[src/rtl/core/dlpd_pkg.sv]
// Shared types and constants for the decimal length-prefix deframer.
`default_nettype none

package dlpd_pkg;

    // Default width of the length counter
    localparam int unsigned LEN_WIDTH_DEF = 32;

    // Width of the max_length register
    localparam int unsigned MAX_LEN_W = 32;

    // Reset value of max_length
    localparam logic [MAX_LEN_W-1:0] MAX_LEN_RESET = '1;

    // ASCII characters used by the header parser
    localparam logic [7:0] CH_ZERO  = 8'h30;
    localparam logic [7:0] CH_ONE   = 8'h31;
    localparam logic [7:0] CH_NINE  = 8'h39;
    localparam logic [7:0] CH_COLON = 8'h3A;

    // Parser phase
    typedef enum logic [1:0] {
        PH_FIRST   = 2'd0,
        PH_DIGITS  = 2'd1,
        PH_PAYLOAD = 2'd2,
        PH_CLOSED  = 2'd3
    } phase_t;

    // Result kind
    typedef enum logic [1:0] {
        KIND_DATA      = 2'd0,
        KIND_BAD_START = 2'd1,
        KIND_BAD_SEP   = 2'd2,
        KIND_TOO_LONG  = 2'd3
    } kind_t;

endpackage

`default_nettype wire

[src/rtl/core/decimal_length_prefix_deframer_core.sv]
// Decimal length-prefix deframer: header parser, payload counter and result register.
//
// Input channel (in_valid/in_ready/in_byte) takes raw link bytes forming frames
// "<decimal length>:<payload>". Output channel (out_valid/out_ready) gives one
// request per payload byte (out_kind = data, out_last on the final byte) or a
// single error request (bad start byte, bad separator, length too large).
// Header bytes and bytes after an error give no request.
// cfg_valid/cfg_ready/cfg_data write max_length; write it only while idle.
// Path: a byte accepted goes into the input register, then through one step of
// compare and multiply-by-ten add into the output register. Throughput: one
// byte per cycle while the receiver does not stall, set by that single step.
// The input register refills in the same cycle the output register drains,
// so a byte can be taken while a finished result waits to be taken.
// When the receiver stalls, the output register holds its request and the
// input register holds one byte; in_ready drops once both are occupied.
// After an error the parser is closed: bytes are still accepted but dropped.
// Reset: parser expects a first length digit, both registers empty,
// max_length set to all ones. The limit in force is the smaller of
// max_length and the largest value the LEN_WIDTH counter holds.
`default_nettype none

module decimal_length_prefix_deframer_core #(
    parameter int unsigned LEN_WIDTH = dlpd_pkg::LEN_WIDTH_DEF
) (
    input  wire logic                           clk,
    input  wire logic                           rst_n,
    // configuration write
    input  wire logic                           cfg_valid,
    output logic                                cfg_ready,
    input  wire logic [dlpd_pkg::MAX_LEN_W-1:0] cfg_data,
    // byte input
    input  wire logic                           in_valid,
    output logic                                in_ready,
    input  wire logic [7:0]                     in_byte,
    // results
    output logic                                out_valid,
    input  wire logic                           out_ready,
    output logic [1:0]                          out_kind,
    output logic [7:0]                          out_byte,
    output logic                                out_last
);

    // Sum of ten times the count plus a digit needs four extra bits
    localparam int unsigned SUM_W = LEN_WIDTH + 4;
    localparam int unsigned CMP_W = (SUM_W > dlpd_pkg::MAX_LEN_W) ? SUM_W
                                                                   : dlpd_pkg::MAX_LEN_W;

    dlpd_pkg::phase_t              phase_reg, phase_next;
    logic [LEN_WIDTH-1:0]          count_reg, count_next;
    logic [dlpd_pkg::MAX_LEN_W-1:0] max_len_reg;

    logic                          in_valid_reg;
    logic [7:0]                    in_byte_reg;

    logic                          out_valid_reg;
    dlpd_pkg::kind_t               out_kind_reg;
    logic [7:0]                    out_byte_reg;
    logic                          out_last_reg;

    logic                          out_free;
    logic                          advance;

    logic                          res_valid;
    dlpd_pkg::kind_t               res_kind;
    logic [7:0]                    res_byte;
    logic                          res_last;

    logic                          is_digit;
    logic                          is_start;
    logic [3:0]                    digit_full;
    logic [LEN_WIDTH-1:0]          acc_base;
    logic [SUM_W-1:0]              base_ext;
    logic [SUM_W-1:0]              acc_sum;
    logic                          too_long;
    logic [LEN_WIDTH-1:0]          count_dec;

    // Handshake
    assign out_free  = !out_valid_reg || out_ready;
    assign advance   = in_valid_reg && out_free;
    assign in_ready  = !in_valid_reg || out_free;
    assign cfg_ready = 1'b1;

    assign out_valid = out_valid_reg;
    assign out_kind  = out_kind_reg;
    assign out_byte  = out_byte_reg;
    assign out_last  = out_last_reg;

    // Digit decode and accumulate: count * 10 + d, checked against the limit
    assign is_digit   = (in_byte_reg >= dlpd_pkg::CH_ZERO) && (in_byte_reg <= dlpd_pkg::CH_NINE);
    assign is_start   = (in_byte_reg >= dlpd_pkg::CH_ONE) && (in_byte_reg <= dlpd_pkg::CH_NINE);
    assign digit_full = 4'(in_byte_reg - dlpd_pkg::CH_ZERO);
    assign acc_base   = (phase_reg == dlpd_pkg::PH_FIRST) ? '0 : count_reg;
    assign base_ext   = SUM_W'(acc_base);
    assign acc_sum    = (base_ext << 3) + (base_ext << 1) + SUM_W'(digit_full);
    assign too_long   = (acc_sum[SUM_W-1:LEN_WIDTH] != '0)
                     || (CMP_W'(acc_sum) > CMP_W'(max_len_reg));
    assign count_dec  = count_reg - LEN_WIDTH'(1);

    // Parser state register
    always_ff @(posedge clk or negedge rst_n)
    begin
        if (!rst_n)
        begin
            phase_reg <= dlpd_pkg::PH_FIRST;
            count_reg <= '0;
        end
        else
        begin
            phase_reg <= phase_next;
            count_reg <= count_next;
        end
    end

    // Next state and result
    always_comb
    begin
        phase_next = phase_reg;
        count_next = count_reg;
        res_valid  = 1'b0;
        res_kind   = dlpd_pkg::KIND_DATA;
        res_byte   = '0;
        res_last   = 1'b0;
        if (advance)
        begin
            unique case (phase_reg)
                dlpd_pkg::PH_FIRST:
                begin
                    if (!is_start)
                    begin
                        phase_next = dlpd_pkg::PH_CLOSED;
                        count_next = '0;
                        res_valid  = 1'b1;
                        res_kind   = dlpd_pkg::KIND_BAD_START;
                    end
                    else if (too_long)
                    begin
                        phase_next = dlpd_pkg::PH_CLOSED;
                        count_next = '0;
                        res_valid  = 1'b1;
                        res_kind   = dlpd_pkg::KIND_TOO_LONG;
                    end
                    else
                    begin
                        phase_next = dlpd_pkg::PH_DIGITS;
                        count_next = acc_sum[LEN_WIDTH-1:0];
                    end
                end
                dlpd_pkg::PH_DIGITS:
                begin
                    priority if (is_digit && too_long)
                    begin
                        phase_next = dlpd_pkg::PH_CLOSED;
                        count_next = '0;
                        res_valid  = 1'b1;
                        res_kind   = dlpd_pkg::KIND_TOO_LONG;
                    end
                    else if (is_digit)
                    begin
                        count_next = acc_sum[LEN_WIDTH-1:0];
                    end
                    else if (in_byte_reg == dlpd_pkg::CH_COLON)
                    begin
                        phase_next = dlpd_pkg::PH_PAYLOAD;
                    end
                    else
                    begin
                        phase_next = dlpd_pkg::PH_CLOSED;
                        count_next = '0;
                        res_valid  = 1'b1;
                        res_kind   = dlpd_pkg::KIND_BAD_SEP;
                    end
                end
                dlpd_pkg::PH_PAYLOAD:
                begin
                    count_next = count_dec;
                    res_valid  = 1'b1;
                    res_byte   = in_byte_reg;
                    if (count_dec == '0)
                    begin
                        phase_next = dlpd_pkg::PH_FIRST;
                        res_last   = 1'b1;
                    end
                end
                dlpd_pkg::PH_CLOSED:
                begin
                    // closed until reset: byte dropped
                end
                default:
                begin
                    phase_next = phase_reg;
                end
            endcase
        end
    end

    // Configuration register
    always_ff @(posedge clk or negedge rst_n)
    begin
        if (!rst_n)
            max_len_reg <= dlpd_pkg::MAX_LEN_RESET;
        else if (cfg_valid && cfg_ready)
            max_len_reg <= cfg_data;
    end

    // Input register
    always_ff @(posedge clk or negedge rst_n)
    begin
        if (!rst_n)
            in_valid_reg <= 1'b0;
        else if (in_ready)
            in_valid_reg <= in_valid;
    end

    always_ff @(posedge clk)
    begin
        if (in_valid && in_ready)
            in_byte_reg <= in_byte;
    end

    // Output register
    always_ff @(posedge clk or negedge rst_n)
    begin
        if (!rst_n)
            out_valid_reg <= 1'b0;
        else if (out_free)
            out_valid_reg <= res_valid;
    end

    always_ff @(posedge clk)
    begin
        if (res_valid)
        begin
            out_kind_reg <= res_kind;
            out_byte_reg <= res_byte;
            out_last_reg <= res_last;
        end
    end

endmodule

`default_nettype wire

[config.mk]
export PLATFORM = sky130hd
export DESIGN_NAME = decimal_length_prefix_deframer_core
export DESIGN_NICKNAME = d
export VERILOG_FILES = /design/src/rtl/core/dlpd_pkg.sv /design/src/rtl/core/decimal_length_prefix_deframer_core.sv
export SDC_FILE = /design/constraint.sdc
export NUM_CORES = 1
export LEC_CHECK = 0
export ABC_AREA = 1
export BUFFER_PORTS_ARGS = -buffer_cell sky130_fd_sc_hd__buf_2
export CAP_MARGIN = 15
export CORE_AREA = 2 2 145 119
export CTS_BUF_LIST = sky130_fd_sc_hd__clkbuf_8
export DETAILED_ROUTE_END_ITERATION = 10
export DIE_AREA = 0 0 147 121
export PLACE_DENSITY = 0.79
export SLEW_MARGIN = 20
export SYNTH_ARGS = -nofsm -noshare
export SYNTH_HDL_FRONTEND = slang
export SYNTH_SLANG_ARGS = --single-unit
export TNS_END_PERCENT = 1
[constraint.sdc]
create_clock -name clk -period 12.5 [get_ports clk]
set_input_delay 2.5 -clock clk [delete_from_list [all_inputs] [get_ports clk]]
set_output_delay 2.5 -clock clk [all_outputs]
set_load 0.02 [all_outputs]
==> qor.json, run 1 <==
{
  "setup_path": {
    "critical-path-top-cell-by-count": "sky130_fd_sc_hd__nand2_1",
    "regToRegStartpoint": "phase_reg[0]",
    "setup.worst_path.start_class": "flop",
    "critPathSlowestCell": "sky130_fd_sc_hd__ha_2",
    "critical_path.endpoint_type": "flop",
    "worstPathArrival_ns": 6.07,
    "cells_on_worst_reg2reg_path": 29,
    "criticalPathCategory": "reg2reg",
    "max_stage_delay_ns": 0.58,
    "path_max_fanout": 34,
    "ff2ff_setup_slack_ns": 6.52,
    "worst_ep_required_time_ns": 12.59,
    "worst_r2r_endpoint": "out_byte[7]"
  },
  "yosys": {
    "syn-num-nets": 1577,
    "yosys_warnings": 0,
    "synthesis.area_um2": 9153,
    "number_of_enable_type_register_cells_in_the_synthesized_netlist": 19,
    "per_instance_average_area_after_synthesis_um2": 6.405,
    "yosys_most_used_dff": "sky130_fd_sc_hd__dfrtp_1",
    "ys_types": 45,
    "async_reset_ff_frac": 0.7816,
    "synthCells": 1429,
    "synth_sequential_area_ratio": 0.2526,
    "synth.ff_latch_count": 87
  },
  "timing": {
    "slew_viol_final": 0,
    "actual_slew_at_the_worst_max_slew_pin_ns": 1.062,
    "tns_ns": 0,
    "fin_skew_ns": 0.01084,
    "setup_viol_count_final": 0,
    "final.min_clock_period_ns": 5.976,
    "grt_setup_unrepaired": "no",
    "max_clock_freq_mhz": 167.3,
    "hold_violations": 0,
    "slew_headroom": 0.2910,
    "final_min_period_over_clock_period": 0.4781
  },
  "floorplanning": {
    "num_rows": 42,
    "die_area_um2": 17790,
    "core_region_area_um2": 16290,
    "boundaryPins": 59,
    "initial_utilization": 0.5618,
    "die-width_um": 147,
    "fp.dieH_um": 121
  },
  "placement": {
    "rd_place_congestion": 1.041,
    "place_inst": 1671,
    "place.port_buffers": 57,
    "hpwl_dp_um": 20540
  },
  "cts": {
    "htree_num_levels": 3,
    "cts_resized": 0,
    "cts_setup_buffers": 0,
    "clk_path_buf_depth": 2,
    "cts.reportedPaths.clkPinSlew_ns": 0.10,
    "root_buffer": "sky130_fd_sc_hd__clkbuf_8",
    "cts-buffers-inserted": 9,
    "tritoncts": "built",
    "hold_buffers": 0,
    "cts.sink_count": 87,
    "clk_lat_worst_skew_ns": 0.39
  },
  "routing": {
    "viasPerCell": 5.430,
    "drt_first_pass_iters": 6,
    "drc": 0,
    "drt_iter0_drc": 1133,
    "route.antenna.remaining_nets": 0,
    "final_wirelength_um": 25670,
    "num_vias": 9161,
    "wire_per_inst_um": 15.22
  },
  "run": {
    "drv.max_cap_violation_count": 0
  },
  "final_layout": {
    "synthToLayoutAreaGrowth_pct": 7.095,
    "finalNonFillerCells": 1687,
    "final_layout_size_suffix_gt1_frac": 0.1043,
    "num-nets-final": 1610,
    "diodes": 0
  },
  "worst_hold_path": {
    "hold_path_depth": 2,
    "worstHoldEndpoint": "max_len_reg[30]",
    "min-delay-start": "max_len_reg[30]",
    "holdCritPathClass": "reg2reg"
  },
  "global_routing": {
    "initial_antenna_violation_count": 0,
    "globalRoute.totalOverflow": 0,
    "first_global_vias": 8055,
    "grt_usage": 0.2920,
    "global_route_wire_length_before_repair_um": 41260,
    "largest_net_degree_at_the_start_of_global_routing": 69
  },
  "outcome": {
    "status": "finished clean"
  }
}
-- synthesized netlist by cell type, drive strengths merged (4+ instances only) --
| cell type | n | area, µm² |
|---|---|---|
| nand2 | 532 | 2029 |
| nand3 | 57 | 290.3 |
| o21bai | 5 | 37.54 |
| xnor2 | 4 | 35.03 |
| nor2 | 155 | 630.6 |
| buf | 14 | 90.09 |
| edfxtp | 19 | 570.6 |
| inv | 185 | 699.4 |
| xor2 | 44 | 385.4 |
| dfstp | 32 | 840.8 |
| nand4 | 71 | 444.2 |
| dfrtp | 36 | 900.9 |
| nor3 | 15 | 75.07 |
| o21ai | 46 | 230.2 |
| a21oi | 48 | 240.2 |
| ha | 101 | 1264 |
| o21a | 4 | 30.03 |
| or2 | 15 | 93.84 |
| clkbuf | 27 | 101.4 |
-- per-stage QoR --
| step | instance area (µm²) | util | hold WS, ns | setup WS [ns] |
|---|---|---|---|---|
| floorplan | 9153 | - | 0.4653 | 7.247 |
| global placement | 9573 | 0.5876 | 0.4808 | 6.438 |
| detailed placement | 9573 | 0.5876 | 0.4921 | 6.279 |
| CTS | 9799 | 0.6015 | 0.5060 | 6.242 |
| global route | 9802 | 0.6017 | 0.5218 | 6.107 |
| finish | 9802 | 0.6017 | 0.5004 | 6.524 |
-- layer usage --
layer / vias up / global-route usage / part of all wire
li1: 4624 / - / -
met1: 4107 / 0.4477 / 0.48
met2: 391 / 0.4108 / 0.39
met3: 39 / 0.07180 / 0.11
met4: 0 / 0.06490 / 0.016
met5: - / 0 / 0
-- worst max-delay path by stage --
stage	start	to	slack, ns	depth (start not counted)
after detailed placement	phase_reg[0]	out_byte[6]	6.28	29
after global routing	phase_reg[0]	out_byte[7]	6.11	29
final	phase_reg[0]	out_byte[7]	6.52	29
after CTS	phase_reg[0]	out_kind[0]	6.24	29
after global placement	phase_reg[0]	out_byte[6]	6.44	29
after floorplan	out_ready	in_ready	7.25	2
-- kinds of logic (layout without fill, tap and decap cells) --
logic type | after synthesis | after routing | share of synthesized area
AND/OR/NAND/NOR | 852 | 852 | 0.3944
other | 1 | 1 | 0.0004097
buffers and inverters | 227 | 265 | 0.09774
XOR/XNOR | 48 | 48 | 0.04593
multiplexers | 1 | 1 | 0.001230
AO/OA/AOI/OAI | 110 | 110 | 0.06521
flip-flops | 87 | 87 | 0.2526
adder cells (fa/ha/maj) | 103 | 103 | 0.1424
-- worst max-delay path: cells and delay by family, from the launching register on --
kind / cells / cell delay [ns]
AOI/OAI and AO/OA: 2 / 0.29
xor gates and xnor gates: 1 / 0.47
adders and majority gates: 5 / 1.95
buffers and inverters: 3 / 0.68
DFF: 1 / 0.43
and+or+nand+nor: 18 / 1.83
-- cells in the final DEF (no fill, tap or decap), drive strengths merged --
master  netlist  final
a211oi        1      1
a21o          3      3
a21oi        48     48
a31oi         1      1
and2          3      3
buf          14     63
bufinv        0      2
clkbuf       27      9
clkinv        1      3
conb          1      1
dfrtp        36     36
dfstp        32     32
edfxtp       19     19
fa            2      2
ha          101    101
inv         185    188
mux2          1      1
nand2       532    532
nand3        57     57
nand3b        1      1
nand4        71     71
nor2        155    155
nor3         15     15
nor3b         1      1
nor4          2      2
o21a          4      4
o21ai        46     46
o21bai        5      5
o22ai         1      1
o41ai         1      1
or2          15     15
xnor2         4      4
xor2         44     44
-- final cells by class --
class | instances | area, µm²
clock inverter | 7 | 102.6
inverter | 186 | 703.2
clock buffer | 9 | 123.9
timing repair buffer | 63 | 330.3
multi-input combinational | 1115 | 5954
sequential | 87 | 2312
fill | 1544 | 6489
tap | 220 | 275.3
Power of run 1 is left out: the tool's default activity adds up to more than one toggle a clock period on the data nets, which glitch-free logic cannot reach.
==> run 2: changes to the inputs <==
--- a/config.mk
+++ b/config.mk
@@ -5,13 +5,13 @@
 export SDC_FILE = /design/constraint.sdc
 export NUM_CORES = 1
 export LEC_CHECK = 0
-export ABC_AREA = 1
+export ABC_AREA = 0
 export BUFFER_PORTS_ARGS = -buffer_cell sky130_fd_sc_hd__buf_2
 export CAP_MARGIN = 15
-export CORE_AREA = 2 2 145 119
+export CORE_AREA = 2 2 135 111
 export CTS_BUF_LIST = sky130_fd_sc_hd__clkbuf_8
 export DETAILED_ROUTE_END_ITERATION = 10
-export DIE_AREA = 0 0 147 121
+export DIE_AREA = 0 0 137 113
 export PLACE_DENSITY = 0.79
 export SLEW_MARGIN = 20
 export SYNTH_ARGS = -nofsm -noshare
==> constraint.sdc (replaced) <==
create_clock -name clk -period 5.6 [get_ports clk]
set_input_delay 1.12 -clock clk [delete_from_list [all_inputs] [get_ports clk]]
set_output_delay 1.12 -clock clk [all_outputs]
set_load 0.02 [all_outputs]
==> run 2 against run 1 <==
Against the previous run:
- the run now ends with setup timing left
- utilization grew 11 points
- die area shrank 13%
- critical endpoint is now out_byte[4]
- clock-buffer cell count is the same
==> qor.json, run 2 <==
{
  "outcome": {
    "status": {"value": "finished with violations", "change": "was finished clean"},
    "failed_checks": "setup timing"
  },
  "floorplanning": {
    "die-width": {"value": 137, "unit": "µm", "change": "was 147 µm"},
    "boundaryPins": {"value": 59, "change": "unchanged"},
    "num_rows": {"value": 39, "change": "was 42"},
    "die_area": {"value": 15480, "unit": "µm²", "change": "was 17,790 µm²"},
    "initial_utilization": {"value": 0.5624, "change": "was 0.5618"},
    "fp.dieH": {"value": 113, "unit": "µm", "change": "was 121 µm"},
    "core_region_area": {"value": 14050, "unit": "µm²", "change": "was 16,290 µm²"}
  },
  "final_layout": {
    "final_design_area_no_fill": {"value": 10000, "unit": "µm²", "change": "was 9802 µm²"},
    "most_frequent_standard_cell_in_the_layout_excluding_fill_and_tap_cells": {"value": "sky130_fd_sc_hd__buf_4", "change": "was sky130_fd_sc_hd__nand2_1"},
    "diodes": {"value": 0, "change": "unchanged"},
    "most_frequent_cells_in_the_layout": {"value": "sky130_fd_sc_hd__buf_4, sky130_fd_sc_hd__ha_1, sky130_fd_sc_hd__nand2_1", "change": "was sky130_fd_sc_hd__nand2_1, sky130_fd_sc_hd__inv_1, sky130_fd_sc_hd__nor2_1"},
    "finalNonFillerCells": {"value": 1304, "change": "was 1,687"},
    "num-nets-final": {"value": 1263, "change": "was 1,610"},
    "final_layout_size_suffix_gt1_frac": {"value": 0.3143, "change": "was 0.1043"},
    "synthToLayoutAreaGrowth": {"value": 26.56, "unit": "%", "change": "was 7.095%"}
  },
  "routing": {
    "drt_iter0_drc": {"value": 1014, "change": "was 1,133"},
    "route.antenna.remaining_nets": {"value": 0, "change": "unchanged"},
    "final_wirelength": {"value": 24500, "unit": "µm", "change": "was 25,670 µm"},
    "drc": {"value": 0, "change": "unchanged"},
    "viasPerCell": {"value": 6.180, "change": "was 5.430"},
    "wire_per_inst": {"value": 18.79, "unit": "µm", "change": "was 15.22 µm"},
    "drt_first_pass_iters": {"value": 6, "change": "unchanged"},
    "num_vias": {"value": 8059, "change": "was 9,161"}
  },
  "yosys": {
    "post-synth-top-count-cell": {"value": "sky130_fd_sc_hd__ha_1", "change": "was sky130_fd_sc_hd__nand2_1"},
    "biggest_area_contributors_in_the_synthesized_netlist": {"value": "sky130_fd_sc_hd__ha_1, sky130_fd_sc_hd__dfrtp_1, sky130_fd_sc_hd__dfstp_2, sky130_fd_sc_hd__edfxtp_1, sky130_fd_sc_hd__o21ai_0", "change": "was sky130_fd_sc_hd__nand2_1, sky130_fd_sc_hd__ha_1, sky130_fd_sc_hd__dfrtp_1, sky130_fd_sc_hd__dfstp_2, sky130_fd_sc_hd__inv_1"},
    "number_of_enable_type_register_cells_in_the_synthesized_netlist": {"value": 19, "change": "unchanged"},
    "synth_sequential_area_ratio": {"value": 0.2925, "change": "was 0.2526"},
    "post-synth-top-area-cell": {"value": "sky130_fd_sc_hd__ha_1", "change": "was sky130_fd_sc_hd__nand2_1"},
    "post_synth_most_frequent_cells": {"value": "sky130_fd_sc_hd__ha_1, sky130_fd_sc_hd__o21ai_0, sky130_fd_sc_hd__nand2_1", "change": "was sky130_fd_sc_hd__nand2_1, sky130_fd_sc_hd__inv_1, sky130_fd_sc_hd__nor2_1"},
    "synth.ff_latch_count": {"value": 87, "change": "unchanged"},
    "yosys_warnings": {"value": 0, "change": "unchanged"},
    "post-synth-top-area-fraction": {"value": 0.1599, "change": "was 0.2145"},
    "async_reset_ff_frac": {"value": 0.7816, "change": "unchanged"},
    "syn-num-nets": {"value": 1094, "change": "was 1,577"},
    "yosys_most_used_dff": {"value": "sky130_fd_sc_hd__dfrtp_1", "change": "unchanged"},
    "per_instance_average_area_after_synthesis": {"value": 8.355, "unit": "µm²", "change": "was 6.405 µm²"},
    "synthCells": {"value": 946, "change": "was 1,429"},
    "ys_types": {"value": 77, "change": "was 45"},
    "synthesis.area": {"value": 7904, "unit": "µm²", "change": "was 9153 µm²"}
  },
  "setup_path": {
    "critical_path.endpoint_type": {"value": "flop", "change": "unchanged"},
    "worst_r2r_endpoint": {"value": "out_byte[4]", "change": "was out_byte[7]"},
    "worstPathArrival": {"value": 5.78, "unit": "ns", "change": "was 6.07 ns"},
    "worst_ep_required_time": {"value": 5.73, "unit": "ns", "change": "was 12.59 ns"},
    "max_stage_delay": {"value": 0.55, "unit": "ns", "change": "was 0.58 ns"},
    "cells_on_worst_reg2reg_path": {"value": 25, "change": "was 29"},
    "criticalPathCategory": {"value": "reg2reg", "change": "unchanged"},
    "setup.worst_path.start_class": {"value": "flop", "change": "unchanged"},
    "cp_num_buf_inv": {"value": 7, "change": "was 3"},
    "path_delay_family": {"value": "simple AND/OR/NAND/NOR gates", "change": "was adder cells"},
    "regToRegStartpoint": {"value": "phase_reg[0]", "change": "unchanged"},
    "critical-path-top-cell-by-count": {"value": "sky130_fd_sc_hd__buf_4", "change": "was sky130_fd_sc_hd__nand2_1"},
    "path_max_fanout": {"value": 6, "change": "was 34"},
    "critPathSlowestCell": {"value": "sky130_fd_sc_hd__or4_1", "change": "was sky130_fd_sc_hd__ha_2"},
    "ff2ff_setup_slack": {"value": -0.05, "unit": "ns", "change": "was 6.52 ns"}
  },
  "power_and_ir_drop": {
    "share_comb_of_total_power": 0.503,
    "seq_power_share": 0.314,
    "power_frac_clock": 0.183,
    "p_per_area_nw_per_um2": 244.8,
    "p_sw_mw": 1.044,
    "vdd.ir_drop.worst_v": 0.0001764,
    "intPower_mw": 1.405,
    "power_leakage_nw": 5.069,
    "netSwitchingFraction": 0.4263
  },
  "timing": {
    "fin_skew": {"value": 0.01951, "unit": "ns", "change": "was 0.01084 ns"},
    "final.min_clock_period": {"value": 5.654, "unit": "ns", "change": "was 5.976 ns"},
    "final_min_period_over_clock_period": {"value": 1.010, "change": "was 0.4781"},
    "hold_violations": {"value": 0, "change": "unchanged"},
    "slew_viol_final": {"value": 0, "change": "unchanged"},
    "hold_slack": {"value": 0.5137, "unit": "ns", "change": "was 0.5004 ns"},
    "fin_ws": {"value": -0.05423, "unit": "ns", "change": "was 6.524 ns"},
    "grt_setup_unrepaired": {"value": "yes", "change": "was no"},
    "tns": {"value": -0.7103, "unit": "ns", "change": "was 0 ns"},
    "setup_viol_count_final": {"value": 20, "change": "was 0"},
    "actual_slew_at_the_worst_max_slew_pin": {"value": 0.9469, "unit": "ns", "change": "was 1.062 ns"},
    "max_clock_freq": {"value": 176.9, "unit": "MHz", "change": "was 167.3 MHz"},
    "slew_headroom": {"value": 0.3672, "change": "was 0.2910"}
  },
  "placement": {
    "dpl_ws": {"value": -0.3413, "unit": "ns", "change": "was 6.279 ns"},
    "rd_place_congestion": {"value": 0.9434, "change": "was 1.041"},
    "place_inst": {"value": 1270, "change": "was 1,671"},
    "place.port_buffers": {"value": 57, "change": "unchanged"},
    "placedInstanceArea": {"value": 9204, "unit": "µm²", "change": "was 9573 µm²"},
    "hpwl_dp": {"value": 17920, "unit": "µm", "change": "was 20,540 µm"}
  },
  "cts": {
    "root_buffer": {"value": "sky130_fd_sc_hd__clkbuf_8", "change": "unchanged"},
    "tritoncts": {"value": "built", "change": "unchanged"},
    "cts.sink_count": {"value": 87, "change": "unchanged"},
    "clk_lat_worst_skew": {"value": 0.40, "unit": "ns", "change": "was 0.39 ns"},
    "cts.reportedPaths.clkPinSlew": {"value": 0.10, "unit": "ns", "change": "about the same"},
    "clk_path_buf_depth": {"value": 2, "change": "unchanged"},
    "hold_buffers": {"value": 0, "change": "unchanged"},
    "cts-buffers-inserted": {"value": 9, "change": "unchanged"},
    "htree_num_levels": {"value": 3, "change": "unchanged"}
  },
  "global_routing": {
    "largest_net_degree_at_the_start_of_global_routing": {"value": 69, "change": "unchanged"},
    "global_route_wire_length_before_repair": {"value": 37630, "unit": "µm", "change": "was 41,260 µm"},
    "grt_usage": {"value": 0.3120, "change": "was 0.2920"},
    "first_global_vias": {"value": 7239, "change": "was 8,055"},
    "initial_antenna_violation_count": {"value": 0, "change": "unchanged"},
    "globalRoute.totalOverflow": {"value": 0, "change": "unchanged"}
  },
  "worst_hold_path": {
    "holdCritPathClass": {"value": "reg2reg", "change": "unchanged"},
    "hold_path_depth": {"value": 2, "change": "unchanged"},
    "min-delay-start": {"value": "max_len_reg[9]", "change": "was max_len_reg[30]"},
    "worstHoldEndpoint": {"value": "max_len_reg[9]", "change": "was max_len_reg[30]"}
  },
  "run": {
    "drv.max_cap_violation_count": {"value": 0, "change": "unchanged"}
  }
}
[run 2: cell types whose count changed after synthesis, sizes merged, moves of 19 or more]
| cell | delta |
|---|---|
| nand3 | -38 |
| nor2b | +31 |
| nor2 | -95 |
| xor2 | -31 |
| a21o | +33 |
| nand2 | -442 |
| o21ai | +51 |
| nand4 | -50 |
| inv | -125 |
| and3 | +19 |
[run 2: worst max-delay path by stage]
stage                      start     endpoint  slack, ns  cells after the start
floorplan           phase_reg[0]  out_byte[0]       0.05                     26
global placement    phase_reg[0]  out_byte[4]      -0.10                     26
detailed placement  phase_reg[0]  out_kind[0]      -0.34                     28
CTS                 phase_reg[0]  out_byte[4]      0.001                     26
global route        phase_reg[0]     out_last      -0.25                     25
finish              phase_reg[0]  out_byte[4]      -0.05                     25
[run 2: cell type report]
type	count	area (µm²)
Timing Repair Buffer	203	1454
Clock inverter	7	70.07
Inverter	60	225.2
Fill cell	1067	4050
Sequential cell	87	2312
Multi-Input combinational cell	754	5588
Clock buffer	9	123.9
Tap cell	184	230.2
[run 2: what timing repair did]
item | in CTS | in global routing
buffers inserted | 11 | 7
gates resized for setup | 26 | 76
setup endpoints to repair | 44 | 48
pin swaps | 15 | 32
gates cloned | 1 | 1
[run 2: per-stage QoR]
| stage | power (mW) | utilization |
|---|---|---|
| CTS | 2.381 | 0.6827 |
| global route | 2.598 | 0.7118 |
| global placement | 1.833 | 0.6549 |
| floorplan | 1.500 | - |
| finish | 2.449 | 0.7118 |
| detailed placement | 1.865 | 0.6549 |
[run 2: cells by family after synthesis]
| logic type | share of synthesized area |
|---|---|
| and+or+nand+nor | 0.2134 |
| AOI/OAI and AO/OA | 0.2291 |
| buffers and inverters | 0.05303 |
| adders and majority gates | 0.1650 |
| DFF | 0.2925 |
| xor gates and xnor gates | 0.03768 |
| muxes | 0.008864 |
| other | 0.0004745 |
[run 2: per-layer routing]
metal  up-vias  GRT usage  share of wire
met5         -          0              0
met4         0    0.09072          0.029
met3        69    0.08602           0.11
met2       465     0.4342           0.42
met1      3748     0.4698           0.44
li1       3777          -              -
[run 2: power by group through the flow]
stage / Clock, mW / Combinational, mW / Sequential (mW)
after floorplan: 0 / 0.699 / 0.801
after global placement: 0 / 1.06 / 0.776
final: 0.447 / 1.23 / 0.769
after CTS: 0.457 / 1.16 / 0.767
after global routing: 0.480 / 1.34 / 0.776
after detailed placement: 0 / 1.09 / 0.778
[run 2: worst reg2reg max path, cell delays in order (launching register included)]
cell and delay (ns):
sky130_fd_sc_hd__dfrtp_1 0.38, sky130_fd_sc_hd__inv_2 0.07, sky130_fd_sc_hd__ha_4 0.20, sky130_fd_sc_hd__clkbuf_16 0.17, sky130_fd_sc_hd__buf_4 0.15, sky130_fd_sc_hd__nor2b_2 0.16
sky130_fd_sc_hd__ha_1 0.26, sky130_fd_sc_hd__ha_1 0.34, sky130_fd_sc_hd__buf_4 0.17, sky130_fd_sc_hd__a21oi_1 0.18, sky130_fd_sc_hd__a21boi_0 0.27, sky130_fd_sc_hd__and3_4 0.25
sky130_fd_sc_hd__a21boi_4 0.07, sky130_fd_sc_hd__nand2b_4 0.16, sky130_fd_sc_hd__buf_4 0.14, sky130_fd_sc_hd__xor2_2 0.15, sky130_fd_sc_hd__ha_1 0.30, sky130_fd_sc_hd__nand4_1 0.11
sky130_fd_sc_hd__or4_1 0.55, sky130_fd_sc_hd__a311oi_2 0.31, sky130_fd_sc_hd__nor3_2 0.12, sky130_fd_sc_hd__nand4_1 0.18, sky130_fd_sc_hd__o21ai_1 0.09, sky130_fd_sc_hd__buf_4 0.19
sky130_fd_sc_hd__a21oi_4 0.26, sky130_fd_sc_hd__buf_12 0.16
No activity file was read; power rests on OpenSTA's default activity.
